===== config.mk =====
export PLATFORM = sky130hd
export DESIGN_NAME = ir_pulse_width_byte_transmitter_core
export DESIGN_NICKNAME = d
export VERILOG_FILES = /design/src/sv/irpw_pkg.sv /design/src/sv/ir_pulse_width_byte_transmitter_core.sv
export VERILOG_INCLUDE_DIRS = /design/src /design/src/sv
export SDC_FILE = /design/constraint.sdc
export NUM_CORES = 1
export LEC_CHECK = 0
export CORE_UTILIZATION = 55
export DETAILED_ROUTE_END_ITERATION = 16
export DONT_BUFFER_PORTS = 1
export PLACE_DENSITY = 0.79
export SLEW_MARGIN = 20
export SYNTH_ARGS = -nofsm -noshare
export SYNTH_HDL_FRONTEND = slang
export SYNTH_SLANG_ARGS = --single-unit

===== constraint.sdc =====
create_clock -name clk -period 6.61 [get_ports clk]
set_input_delay 0.661 -clock clk [delete_from_list [all_inputs] [get_ports clk]]
set_output_delay 0.661 -clock clk [all_outputs]
set_load 0.05 [all_outputs]

===== src/sv/assert_macros.svh =====
// Concurrent assertion helpers; empty under synthesis.
`ifndef ASSERT_MACROS_SVH
`define ASSERT_MACROS_SVH

`ifndef SYNTHESIS
`define ASSERT_ALWAYS(lbl, clk, rst_n, expr) \
  lbl: assert property (@(posedge clk) disable iff (!rst_n) (expr)) \
    else $error("assertion failed");
`define ASSERT_IMPL(lbl, clk, rst_n, ante, cons) \
  lbl: assert property (@(posedge clk) disable iff (!rst_n) (ante) |-> (cons)) \
    else $error("assertion failed");
`define ASSERT_NEXT(lbl, clk, rst_n, ante, cons) \
  lbl: assert property (@(posedge clk) disable iff (!rst_n) (ante) |=> (cons)) \
    else $error("assertion failed");
`else
`define ASSERT_ALWAYS(lbl, clk, rst_n, expr)
`define ASSERT_IMPL(lbl, clk, rst_n, ante, cons)
`define ASSERT_NEXT(lbl, clk, rst_n, ante, cons)
`endif

`endif


===== src/sv/irpw_pkg.sv =====
`timescale 1ns / 1ps

package irpw_pkg;

  localparam int BITS_PER_FRAME = 8;
  localparam int BL_W           = $clog2(BITS_PER_FRAME + 1);
  localparam int TICK_W         = 16;
  localparam int CFG_ADDR_W     = 2;

  localparam logic [TICK_W-1:0] LEAD_RST  = 16'd3000;
  localparam logic [TICK_W-1:0] LONG_RST  = 16'd1600;
  localparam logic [TICK_W-1:0] SHORT_RST = 16'd800;

  localparam logic [CFG_ADDR_W-1:0] REG_LEAD  = 2'd0;
  localparam logic [CFG_ADDR_W-1:0] REG_LONG  = 2'd1;
  localparam logic [CFG_ADDR_W-1:0] REG_SHORT = 2'd2;

  localparam logic KIND_TICK = 1'b0;
  localparam logic KIND_LOAD = 1'b1;

  localparam logic [1:0] PH_IDLE = 2'd0;
  localparam logic [1:0] PH_LEAD = 2'd1;
  localparam logic [1:0] PH_LOW  = 2'd2;
  localparam logic [1:0] PH_HIGH = 2'd3;

  typedef struct packed {
    logic       kind;
    logic [7:0] code_byte;
  } in_item_t;

  typedef struct packed {
    logic line_level;
    logic busy_res;
    logic frame_done;
    logic rejected;
  } out_item_t;

endpackage


===== src/sv/ir_pulse_width_byte_transmitter_core.sv =====
// IR pulse-width byte transmitter.
// in_*  : valid/ready channel of items. kind=load starts a frame with code_byte
//         (MSB first); kind=tick advances time by one tick.
// out_* : valid/ready channel, exactly one result item per input item, giving
//         the line level, busy flag, end-of-frame flag and load-rejected flag.
// cfg_* : write-only port, cfg_addr 0/1/2 = lead/long/short tick counts; the
//         user writes only while idle (not enforced); zero behaves as one.
// Latency: the result of an item is valid the cycle after it is accepted.
// Throughput: one item per cycle unless out_ready stalls; the frame state is
// updated by decrement/compare logic between state and result registers.
// The output register is the only buffer: in_ready is high when it is empty
// or being drained, so a stalled receiver holds in_ready low after one item.
// Reset (synchronous, rst_n low): idle, line low, no result pending, tick
// registers back to 3000/1600/800.
`timescale 1ns / 1ps
`include "assert_macros.svh"

module ir_pulse_width_byte_transmitter_core (
  input  logic                                clk,
  input  logic                                rst_n,
  input  logic                                in_valid,
  output logic                                in_ready,
  input  irpw_pkg::in_item_t                  in_item,
  output logic                                out_valid,
  input  logic                                out_ready,
  output irpw_pkg::out_item_t                 out_item,
  input  logic                                cfg_we,
  input  logic [irpw_pkg::CFG_ADDR_W-1:0]     cfg_addr,
  input  logic [irpw_pkg::TICK_W-1:0]         cfg_wdata
);

  localparam int BPF = irpw_pkg::BITS_PER_FRAME;
  localparam int BLW = irpw_pkg::BL_W;
  localparam int TW  = irpw_pkg::TICK_W;

  logic [TW-1:0]       lead_r, long_r, short_r;
  logic [1:0]          phase_r, phase_nxt;
  logic [TW-1:0]       ticks_r, ticks_nxt;
  logic [BPF-1:0]      shift_r, shift_nxt;
  logic [BLW-1:0]      bits_r, bits_nxt;
  logic                level_r, level_nxt;
  logic                out_valid_r;
  irpw_pkg::out_item_t out_item_r, out_item_nxt;

  logic                in_acc;
  logic [TW-1:0]       ticks_dec;
  logic [BLW-1:0]      bits_dec;
  logic [BPF+7:0]      code_ext;
  logic [BPF-1:0]      shift_up;

  function automatic logic [TW-1:0] at_least_one(input logic [TW-1:0] v);
    return (v == '0) ? TW'(1) : v;
  endfunction

  assign in_ready  = !out_valid_r || out_ready;
  assign in_acc    = in_valid && in_ready;
  assign out_valid = out_valid_r;
  assign out_item  = out_item_r;

  assign ticks_dec = (ticks_r != '0) ? ticks_r - TW'(1) : ticks_r;
  assign bits_dec  = (bits_r != '0) ? bits_r - BLW'(1) : bits_r;
  assign code_ext  = {{BPF{1'b0}}, in_item.code_byte};
  assign shift_up  = shift_r << 1;

  always_comb begin
    phase_nxt    = phase_r;
    ticks_nxt    = ticks_r;
    shift_nxt    = shift_r;
    bits_nxt     = bits_r;
    level_nxt    = level_r;
    out_item_nxt = '0;
    if (in_item.kind == irpw_pkg::KIND_LOAD) begin
      if (phase_r != irpw_pkg::PH_IDLE) begin
        out_item_nxt.rejected = 1'b1;
      end else begin
        shift_nxt = code_ext[BPF-1:0];
        bits_nxt  = BLW'(BPF);
        phase_nxt = irpw_pkg::PH_LEAD;
        level_nxt = 1'b1;
        ticks_nxt = at_least_one(lead_r);
      end
    end else if (phase_r != irpw_pkg::PH_IDLE) begin
      ticks_nxt = ticks_dec;
      if (ticks_dec == '0) begin
        case (phase_r)
          irpw_pkg::PH_LEAD: begin
            phase_nxt = irpw_pkg::PH_LOW;
            level_nxt = 1'b0;
            ticks_nxt = at_least_one(shift_r[BPF-1] ? long_r : short_r);
          end
          irpw_pkg::PH_LOW: begin
            phase_nxt = irpw_pkg::PH_HIGH;
            level_nxt = 1'b1;
            ticks_nxt = at_least_one(shift_r[BPF-1] ? short_r : long_r);
          end
          default: begin
            shift_nxt = shift_up;
            bits_nxt  = bits_dec;
            if (bits_dec == '0) begin
              phase_nxt = irpw_pkg::PH_IDLE;
              level_nxt = 1'b0;
              out_item_nxt.frame_done = 1'b1;
            end else begin
              phase_nxt = irpw_pkg::PH_LOW;
              level_nxt = 1'b0;
              ticks_nxt = at_least_one(shift_up[BPF-1] ? long_r : short_r);
            end
          end
        endcase
      end
    end
    out_item_nxt.line_level = level_nxt;
    out_item_nxt.busy_res   = (phase_nxt != irpw_pkg::PH_IDLE);
  end

  always_ff @(posedge clk) begin
    if (!rst_n) begin
      lead_r  <= irpw_pkg::LEAD_RST;
      long_r  <= irpw_pkg::LONG_RST;
      short_r <= irpw_pkg::SHORT_RST;
    end else if (cfg_we) begin
      case (cfg_addr)
        irpw_pkg::REG_LEAD:  lead_r  <= cfg_wdata;
        irpw_pkg::REG_LONG:  long_r  <= cfg_wdata;
        irpw_pkg::REG_SHORT: short_r <= cfg_wdata;
        default: ;
      endcase
    end
  end

  always_ff @(posedge clk) begin
    if (!rst_n) begin
      phase_r     <= irpw_pkg::PH_IDLE;
      ticks_r     <= '0;
      shift_r     <= '0;
      bits_r      <= '0;
      level_r     <= 1'b0;
      out_valid_r <= 1'b0;
    end else begin
      if (in_acc) begin
        phase_r <= phase_nxt;
        ticks_r <= ticks_nxt;
        shift_r <= shift_nxt;
        bits_r  <= bits_nxt;
        level_r <= level_nxt;
      end
      if (in_acc) begin
        out_valid_r <= 1'b1;
      end else if (out_ready) begin
        out_valid_r <= 1'b0;
      end
    end
  end

  always_ff @(posedge clk) begin
    if (in_acc) begin
      out_item_r <= out_item_nxt;
    end
  end

  `ASSERT_IMPL(a_idle_low, clk, rst_n, phase_r == irpw_pkg::PH_IDLE, !level_r)
  `ASSERT_IMPL(a_ticks_live, clk, rst_n, phase_r != irpw_pkg::PH_IDLE, ticks_r != '0)
  `ASSERT_ALWAYS(a_level_phase, clk, rst_n,
    level_r == (phase_r == irpw_pkg::PH_LEAD || phase_r == irpw_pkg::PH_HIGH))
  `ASSERT_ALWAYS(a_bits_range, clk, rst_n, bits_r <= BLW'(BPF))
  `ASSERT_NEXT(a_reject, clk, rst_n,
    in_acc && in_item.kind == irpw_pkg::KIND_LOAD && phase_r != irpw_pkg::PH_IDLE,
    out_valid_r && out_item_r.rejected && $stable(phase_r) && $stable(ticks_r))

endmodule

==> results.md, run 1 <==
- TritonRoute pass-1 iters: 5
- CP Max Fanout: 13
- DRT Wirelength: 13500 um
- Tmin final: 3.83 ns
- WL/cell: 19.7 um
- Initial antenna violation count: 0
- Startpoint Class: flop
- Fmax: 0.261 GHz
- CP bufs+invs: 0
- HP Class: in -> reg
- Synth cell types: 67
- Most common cell after layout, fill and taps aside: nand2_1
- Outcome: finished, final reports clean
- Area Overhead vs Synth: 4.01%
- Dominant synthesized flop cell: dfxtp_1
- Final setup violating endpoints: 0
- Root Buffer: clkbuf_8
- Max-Cap Viols: 0
- Final core utilization: 60.4%
- Count of clock tree sinks: 84
- Share of cells above drive strength 1: 9.28%
- Final Max Tran Viols: 0
- CP required: 6.83 ns
- Warnings from Yosys: 0
- IO Count: 38
- Setup_tns: 0 ns
- Hold Violations, Final: 0
- Vias: 4647
- Initial DRC count: 433
- Num rows: 33
- Vias in the first global route: 4253
- CTS buffer count: 9
- Power Density: 240 nW/um^2
- Crit path DAT: 4.04 ns
- Via-to-Cell Ratio: 6.76
- Actual slew at the worst max-slew pin: 1.03 ns
- Total power: 1.21 mW
- Leak: 1.85 nW
- Die X: 96.0 um
- Relative slew slack: 30.7%
- Yosys reg bits: 84
- Starting Density: 58.0%
- CTS tree: done
- CP cell instances: nor4_2 > nand4_1 > a21oi_1 > nand4_2 > nor4_4 > and2_1 > nand2b_1 > a221oi_2
- Grt total ovfl: 0
- Core ar.: 8380 um^2
- Largest net degree at the start of global routing: 49
- Cell count after synthesis: 607
- Worst setup path class: reg -> reg
- Detailed placement HPWL: 9590 um
- Post-synthesis sequential area ratio: 35.4%
- Routed Antenna Nets: 0
- Critical-path top delay cell: nor4_4
- Mean Syn Cell Area: 8.01 um^2
- Peak VDD IR: 227 uV
- Crit end category: flop
- Final-stage net count: 616
- Max clock buf depth: 2
- Mapped Area: 4860 um^2
- Clk_skew: 0.0162 ns
- RSZ-0062 raised after global routing: false
- Die Y: 96.0 um
- Post-cts sizing count: 0
- Final Cycle Share: 57.9%
- Htree depth: 3
- Skew-Pair Late Insertion Delay: 0.37 ns
- Area of the die: 9220 um^2
- Post-synth EDFFs: 4
- First-pass GRT wire length: 21500 um
- Syn_nets: 645
- ANT cells: 0
- Max stage delay on crit path: 0.70 ns
- Drt drc: 0
- Highest-count cells in the layout ignoring fill and taps: 122 x nand2_1, 80 x dfxtp_1, 57 x a21oi_1
- GPL Wtd Cong: 0.996
- Ys async rst share: 0%
- # hold bufs at CTS: 0
- CTS clk-pin slew, worst paths: 0.09 ns
- CP delay by family, top: simple AND/OR/NAND/NOR gates
- Port buffer count: 0
- Post-CTS setup buffer count: 0
- Global Route Usage Sum: 30.9%
==> cell usage after synthesis, drive strengths merged, types with 14 or more instances <==
master / number / area, um^2
a21oi: 57 / 285
nor4: 22 / 195
nor3: 16 / 80.1
nand3: 22 / 110
clkbuf: 36 / 135
nand2: 122 / 458
nand3b: 15 / 113
o21ai: 22 / 114
inv: 14 / 52.6
dfxtp: 80 / 1600
a221oi: 16 / 209
nor2: 21 / 78.8
==> through the flow <==
stage	setup WS, ns	std cells	cell area, um^2	hold WS, ns
2_1_floorplan	3.82	607	4860	0.444
3_3_place_gp	3.13	672	4840	0.461
3_5_place_dp	2.94	672	4840	0.466
4_1_cts	2.86	687	5060	0.364
5_1_grt	2.56	687	5060	0.373
6_report	2.78	687	5060	0.376
==> routing by layer <==
metal  global-route usage, %  wire length [um]
met4                    12.8               327
met2                    49.3              6430
met5                       0                 0
met1                    41.3              5640
met3                    4.98              1110
==> final timing paths <==
path                                               start                      end  slack (ns)  depth (start not counted)
worst max-delay path            ticks_r[12]$_SDFFE_PN0P_  phase_r[1]$_SDFFE_PN0P_        2.78                          8
worst min-delay path                               rst_n   long_r[6]$_SDFFE_PN1P_        0.38                          1
worst max register to register  ticks_r[12]$_SDFFE_PN0P_  phase_r[1]$_SDFFE_PN0P_        2.78                          8
worst min register to register   lead_r[10]$_SDFFE_PN0P_  lead_r[10]$_SDFFE_PN0P_        0.48                          2
==> cell families (layout without fill, tap and decap cells) <==
family                   Yosys count  after routing  synth area share [%]
adder cells (fa/ha/maj)            6              6                  1.54
AO/OA/AOI/OAI                    166            166                  24.3
multiplexers                      17             17                  3.63
XOR/XNOR                           4              4                 0.720
flip-flops                        84             84                  35.4
buffers and inverters             59             34                  5.20
AND/OR/NAND/NOR                  271            271                  29.2
==> layout make-up <==
| cell class | count | area (um^2) |
|---|---|---|
| fill | 744 | 3320 |
| multi-input combinational | 464 | 2890 |
| sequential | 84 | 1720 |
| clock buffer | 10 | 138 |
| tap | 105 | 131 |
| clock inverter | 5 | 83.8 |
| inverter | 14 | 52.6 |
| timing repair buffer | 5 | 37.5 |
==> where the power goes <==
part | leakage [nW] | total (mW) | switching, mW | internal, mW
Clock | 0.105 | 0.415 | 0.193 | 0.222
Combinational | 1.05 | 0.225 | 0.138 | 0.0872
Sequential | 0.693 | 0.574 | 0.0404 | 0.534
==> state kept, by name (all words and copies together), names as in the netlist <==
register and cells:
shift_r 8, out_item 4, ticks_r 16, long_r 16, out_valid 1, short_r 16
lead_r 16, level_r 1, bits_r 4, phase_r 2
No activity file was read; power rests on OpenSTA's default activity.
==> run 2: changes to the inputs <==
--- a/config.mk
+++ b/config.mk
@@ -9,7 +9,7 @@
 export CORE_UTILIZATION = 55
 export DETAILED_ROUTE_END_ITERATION = 16
 export DONT_BUFFER_PORTS = 1
-export PLACE_DENSITY = 0.79
+export PLACE_DENSITY = 0.82
 export SLEW_MARGIN = 20
 export SYNTH_ARGS = -nofsm -noshare
 export SYNTH_HDL_FRONTEND = slang
==> constraint.sdc (replaced) <==
create_clock -name clk -period 3.3 [get_ports clk]
set_input_delay 0.33 -clock clk [delete_from_list [all_inputs] [get_ports clk]]
set_output_delay 0.33 -clock clk [all_outputs]
set_load 0.05 [all_outputs]
==> run 2 against run 1 <==
Fmax grew 22%. Critical path depth is 3 higher. Setup slack worse by 2.6 ns. Critical path type unchanged. Largest power group unchanged. Highest routed layer unchanged.
==> results.md, run 2 (synthesis gave the netlist of run 1 again) <==
- Fillers: 722 (-3.0%)
- Vias in the first global route: 4272 (+0.45%)
- First-pass GRT wire length: 21500 um (-0.13%)
- Clk_skew: 0.0102 ns (-0.00603 ns)
- Actual slew at the worst max-slew pin: 0.696 ns (-0.336 ns)
- Power Density: 461 nW/um^2 (+92%)
- Global Route Usage Sum: 30.6% (-0.35 points)
- CP Max Fanout: 12 (-1)
- R2R depth: 11 (+3)
- Grt total ovfl: 0 (unchanged)
- Largest net degree at the start of global routing: 49 (unchanged)
- Via-to-Cell Ratio: 6.71 (-0.85%)
- Final-stage net count: 627 (+1.8%)
- CTS tree: done
- Peak VDD IR: 273 uV (+20%)
- CP required: 3.58 ns (-3.25 ns)
- Htree depth: 3 (unchanged)
- Reg2reg start: ticks_r[0]$_SDFFE_PN0P_
- Area after DPL: 4900 um^2 (+1.4%)
- Fmax: 0.320 GHz (+22%)
- Max-Cap Viols: 0 (unchanged)
- Startpoint Class: flop
- Tmin final: 3.13 ns (-0.700 ns)
- Highest-count cells in the layout ignoring fill and taps: 122 x nand2_1, 80 x dfxtp_1, 56 x a21oi_1
- Leak: 1.89 nW (+2.4%)
- Starting Density: 58.0% (unchanged)
- Area of the die: 9220 um^2 (unchanged)
- Crit path DAT: 3.40 ns (-0.64 ns)
- TritonRoute pass-1 iters: 5 (unchanged)
- CP cell instances: inv_1 > ha_1 > or3b_4 > nor4_4 > or4_1 > nand4_2 > nor4_4 > buf_4 > o21ai_2 > and2_4 > a221oi_1
- Post-route setup slack: 0.174 ns (-2.61 ns)
- CTS clk-pin slew, worst paths: 0.10 ns (about the same)
- Place WS: 0.189 ns (-2.75 ns)
- Worst setup endpoint: ticks_r[7]$_SDFFE_PN0P_
- Worst min-delay path startpoint: rst_n
- Initial antenna violation count: 0 (unchanged)
- Drt drc: 0 (unchanged)
- Core ar.: 8380 um^2 (unchanged)
- ANT cells: 0 (unchanged)
- Most common cell after layout, fill and taps aside: nand2_1
- Final Max Tran Viols: 0 (unchanged)
- RSZ-0062 raised after global routing: false
- IO Count: 38 (unchanged)
- WL/cell: 19.4 um (-1.5%)
- Initial DRC count: 550 (+27%)
- Die X: 96.0 um (unchanged)
- Relative slew slack: 53.4% (+23 points)
- Root Buffer: clkbuf_8
- HP Class: in -> reg
- Num rows: 33 (unchanged)
- Reg2reg end: ticks_r[7]$_SDFFE_PN0P_
- Vias: 4688 (+0.88%)
- Final Cycle Share: 94.7% (+37 points)
- Worst setup path class: reg -> reg
- Port buffer count: 0 (unchanged)
- Hold Violations, Final: 0 (unchanged)
- Worst Setup SP: ticks_r[0]$_SDFFE_PN0P_
- Routed Antenna Nets: 0 (unchanged)
- CTS buffer count: 9 (unchanged)
- Skew-Pair Late Insertion Delay: 0.37 ns (about the same)
- Area Overhead vs Synth: 5.25%
- Worst R2R Setup Slack: 0.17 ns (-2.61 ns)
- Share of cells above drive strength 1: 11.3% (+2.0 points)
- Crit end category: flop
- Most Frequent Cell on Critical Path: nor4_4
- Max stage delay on crit path: 0.45 ns (-0.25 ns)
- Final setup violating endpoints: 0 (unchanged)
- Post-route cell area: 5120 um^2 (+1.2%)
- Max clock buf depth: 2 (unchanged)
- DRT Wirelength: 13500 um (+0.21%)
- Detailed placement HPWL: 9620 um (+0.35%)
- Critical-path top delay cell: or3b_4
- Die Y: 96.0 um (unchanged)
- Setup_tns: 0 ns (unchanged)
- Final core utilization: 61.1% (+0.72 points)
- Outcome: finished, final reports clean
- Count of clock tree sinks: 84 (unchanged)
- GPL Wtd Cong: 0.908 (-8.9%)
==> run 2: worst max-delay path, delay by kind of cell, from the launching register on <==
family,cells,cell delay (ns)
AO/OA/AOI/OAI,2,0.36
AND/OR/NAND/NOR,6,1.80
buffers and inverters,2,0.27
flip-flops,1,0.38
adder cells (fa/ha/maj),1,0.21
==> run 2: timing repair <==
item | in CTS | in global routing
resized for setup | 0 | 3
hold buffers | 0 | 0
setup buffers | 0 | 2
endpoints found under the setup margin | 0 | 5
endpoints found under the hold margin | 0 | 0
==> run 2: area by class of cell <==
cell class	count	area [um^2]	area share (%)
clock inverters	6	56.3	1.10
repair buffers	16	120	2.35
inverters	14	52.6	1.03
clock buffers	10	128	2.49
well taps	105	131	2.57
flip-flops and latches	84	1720	33.6
multi-input cells	464	2910	56.8
==> run 2: worst min path at each step <==
stage                                          to  cells past startpoint  slack [ns]
final                     long_r[10]$_SDFFE_PN1P_                      1        0.04
after global routing      phase_r[1]$_SDFFE_PN0P_                      1        0.03
after CTS                 short_r[9]$_SDFFE_PN1P_                      1        0.03
after detailed placement   lead_r[4]$_SDFFE_PN1P_                      1        0.42
after global placement     lead_r[3]$_SDFFE_PN1P_                      1        0.41
after floorplan           lead_r[10]$_SDFFE_PN0P_                      2        0.44
==> run 2: layer usage <==
metal  up-vias  track usage (%)  wire, um
li1       2206                -         -
met1      2215             42.7      5820
met2       230             46.1      6180
met3        37             5.29      1140
met4         0             13.2       402
met5         -                0         0
==> run 2: through the flow <==
step                      power (mW)  cells  hold WS (ns)
after floorplan                 1.52    607         0.444
after global placement          1.62    681         0.412
after detailed placement        1.63    681         0.416
after CTS                       2.34    697        0.0283
after global routing            2.44    699        0.0315
final                           2.36    699        0.0388
==> run 2: report_power, final <==
group / internal, mW / total (mW) / switching, mW
Combinational: 0.189 / 0.479 / 0.290
Clock: 0.292 / 0.730 / 0.438
Sequential: 1.07 / 1.15 / 0.0806
==> run 3: changes to the inputs <==
--- a/config.mk
+++ b/config.mk
@@ -6,10 +6,12 @@
 export SDC_FILE = /design/constraint.sdc
 export NUM_CORES = 1
 export LEC_CHECK = 0
-export CORE_UTILIZATION = 55
+export CELL_PAD_IN_SITES_DETAIL_PLACEMENT = 2
+export CELL_PAD_IN_SITES_GLOBAL_PLACEMENT = 2
+export CORE_UTILIZATION = 35
 export DETAILED_ROUTE_END_ITERATION = 16
 export DONT_BUFFER_PORTS = 1
-export PLACE_DENSITY = 0.82
+export PLACE_DENSITY = 0.86
 export SLEW_MARGIN = 20
 export SYNTH_ARGS = -nofsm -noshare
 export SYNTH_HDL_FRONTEND = slang
==> constraint.sdc (replaced) <==
create_clock -name clk -period 3.3 [get_ports clk]
set_input_delay 0.33 -clock clk [delete_from_list [all_inputs] [get_ports clk]]
set_output_delay 0.33 -clock clk [all_outputs]
set_load 0.005 [all_outputs]
==> run 3 against run 2 <==
Critical path depth shrank 2. Non-clock buffer count grew 3. Count of clock-buffer cells in the layout grew 1. Setup slack lost 0.26 ns. Global-route usage shrank 1.2 points. Sequential power is essentially flat. The run now ends with negative setup slack left. Wire length grew 52%. Via count grew 5.3%. Highest routed layer unchanged. Critical path type unchanged. Register-to-register slack lost 0.26 ns. Critical endpoint unchanged. Cell count grew 11%.
==> results.md, run 3 (synthesis gave the netlist of run 1 again) <==
- Outcome: finished with violations
- Failing checks: negative setup slack
- Actual slew at the worst max-slew pin: 0.759 ns (+0.0632 ns)
- Total power: 2.78 mW (+18%)
- Fmax: 0.295 GHz (-7.7%)
- R2R depth: 9 (-2)
- Root Buffer: clkbuf_16
- Worst setup path class: reg -> reg
- Drt drc: 0 (unchanged)
- CP Max Fanout: 12 (unchanged)
- Area after DPL: 5010 um^2 (+2.2%)
- Reg2reg end: ticks_r[7]$_SDFFE_PN0P_
- Reg2reg start: ticks_r[0]$_SDFFE_PN0P_
- Hold Violations, Final: 0 (unchanged)
- Setup_tns: -0.233 ns (-0.233 ns)
- Global Route Usage Sum: 29.3% (-1.2 points)
- Final setup violating endpoints: 5 (+5)
- Core ar.: 13400 um^2 (+60%)
- Vias: 4938 (+5.3%)
- Initial DRC count: 294 (-47%)
- Largest net degree at the start of global routing: 49 (unchanged)
- Grt total ovfl: 0 (unchanged)
- Tmin final: 3.39 ns (+0.260 ns)
- CTS tree: done
- Detailed placement HPWL: 13200 um (+38%)
- Power Density: 513 nW/um^2 (+11%)
- # hold bufs at CTS: 0 (unchanged)
- Count of clock tree sinks: 84 (unchanged)
- Share of cells above drive strength 1: 12.9% (+1.6 points)
- HP Class: in -> reg
- Skew-Pair Late Insertion Delay: 0.35 ns (-0.02 ns)
- Via-to-Cell Ratio: 6.39 (-4.8%)
- Crit end category: flop
- Routed Antenna Nets: 0 (unchanged)
- First-pass GRT wire length: 31900 um (+49%)
- TritonRoute pass-1 iters: 5 (unchanged)
- Final Cycle Share: 103% (+7.9 points)
- Area of the die: 14400 um^2 (+56%)
- RSZ-0062 raised after global routing: true
- Peak VDD IR: 425 uV (+56%)
- Worst Setup SP: ticks_r[0]$_SDFFE_PN0P_
- Area Overhead vs Synth: 11.2%
- Worst hold path depth: 1 (unchanged)
- Leak: 1.98 nW (+4.5%)
- WL/cell: 26.6 um (+37%)
- Max clock buf depth: 2 (unchanged)
- DRT Wirelength: 20600 um (+52%)
- Worst setup endpoint: ticks_r[7]$_SDFFE_PN0P_
- Starting Density: 36.3% (-22 points)
- Highest-count cells in the layout ignoring fill and taps: 122 x nand2_1, 80 x dfxtp_1, 54 x a21oi_1
- Die X: 120 um (+25%)
- Htree depth: 3 (unchanged)
- Hold Slack: 0.0675 ns (+0.0287 ns)
- Worst R2R Setup Slack: -0.09 ns (-0.26 ns)
- Crit path DAT: 3.61 ns (+0.21 ns)
- Relative slew slack: 49.2% (-4.2 points)
- Most common cell after layout, fill and taps aside: nand2_1
- CTS buffer count: 9 (unchanged)
- CP required: 3.52 ns (-0.06 ns)
- Placed insts: 754 (+11%)
- ANT cells: 0 (unchanged)
- Final-stage net count: 630 (+0.48%)
- Initial antenna violation count: 0 (unchanged)
- Cell Count, Final, Fillers Out: 773 (+11%)
- Place WS: -0.00405 ns (-0.193 ns)
- Worst min-delay path startpoint: rst_n
- Final Max Tran Viols: 0 (unchanged)
- Final core utilization: 40.3% (-21 points)
- Vias in the first global route: 5476 (+28%)
- Port buffer count: 0 (unchanged)
- Num rows: 42 (+27%)
- Die Y: 120 um (+25%)
- CTS clk-pin slew, worst paths: 0.07 ns (-0.03 ns)
- Max-Cap Viols: 0 (unchanged)
- Fillers: 1499 (+110%)
- Post-route cell area: 5410 um^2 (+5.6%)
- GPL Wtd Cong: 0.878 (-3.3%)
- Clk_skew: 0.0108 ns (+0.000585 ns)
- Startpoint Class: flop
- Post-route setup slack: -0.0861 ns (-0.260 ns)
- IO Count: 38 (unchanged)
-- run 3: how the worst min path moves through the flow --
stage | endpoint | slack [ns]
4_1_cts | lead_r[4]$_SDFFE_PN1P_ | 0.06
2_1_floorplan | lead_r[10]$_SDFFE_PN0P_ | 0.44
6_report | lead_r[4]$_SDFFE_PN1P_ | 0.07
3_3_place_gp | lead_r[3]$_SDFFE_PN1P_ | 0.41
5_1_grt | lead_r[4]$_SDFFE_PN1P_ | 0.07
3_5_place_dp | short_r[5]$_SDFFE_PN1P_ | 0.42
-- run 3: routing by layer --
layer,wire length [um],GRT usage (%),vias up
met5,0,0,-
met4,784,14.5,0
met3,1130,5.94,56
met2,10500,51.4,161
met1,8120,33.8,2510
li1,-,-,2211
-- run 3: critical path, cell delays in order, from the launching register on --
cell and delay [ns]:
dfxtp_1 0.38, or4_1 0.65, nor3_1 0.34, mux2i_2 0.37, nand4_2 0.24, nor4_4 0.36
buf_4 0.17, o21ai_2 0.07, and2_4 0.25, a221oi_1 0.41
-- run 3: cell type report --
| class | instances | area (um^2) | share of cell area (%) |
|---|---|---|---|
| sequential | 84 | 1720 | 31.8 |
| clock buffer | 11 | 254 | 4.70 |
| tap | 176 | 220 | 4.07 |
| timing repair buffer | 19 | 146 | 2.71 |
| multi-input combinational | 464 | 2950 | 54.6 |
| inverter | 14 | 52.6 | 0.972 |
| clock inverter | 5 | 57.6 | 1.06 |
-- run 3: power by group --
| part | total (mW) | switching (mW) | internal (mW) |
|---|---|---|---|
| clock | 1.09 | 0.453 | 0.634 |
| sequential | 1.14 | 0.0735 | 1.07 |
| combinational | 0.546 | 0.344 | 0.201 |
| total | 2.78 | 0.871 | 1.90 |
-- run 3: timing repair --
action / 4_1_cts / 5_1_grt
resized for setup: 1 / 10
endpoints found under the setup margin: 13 / 28
pin swaps: 1 / 4
setup buffers: 1 / 2
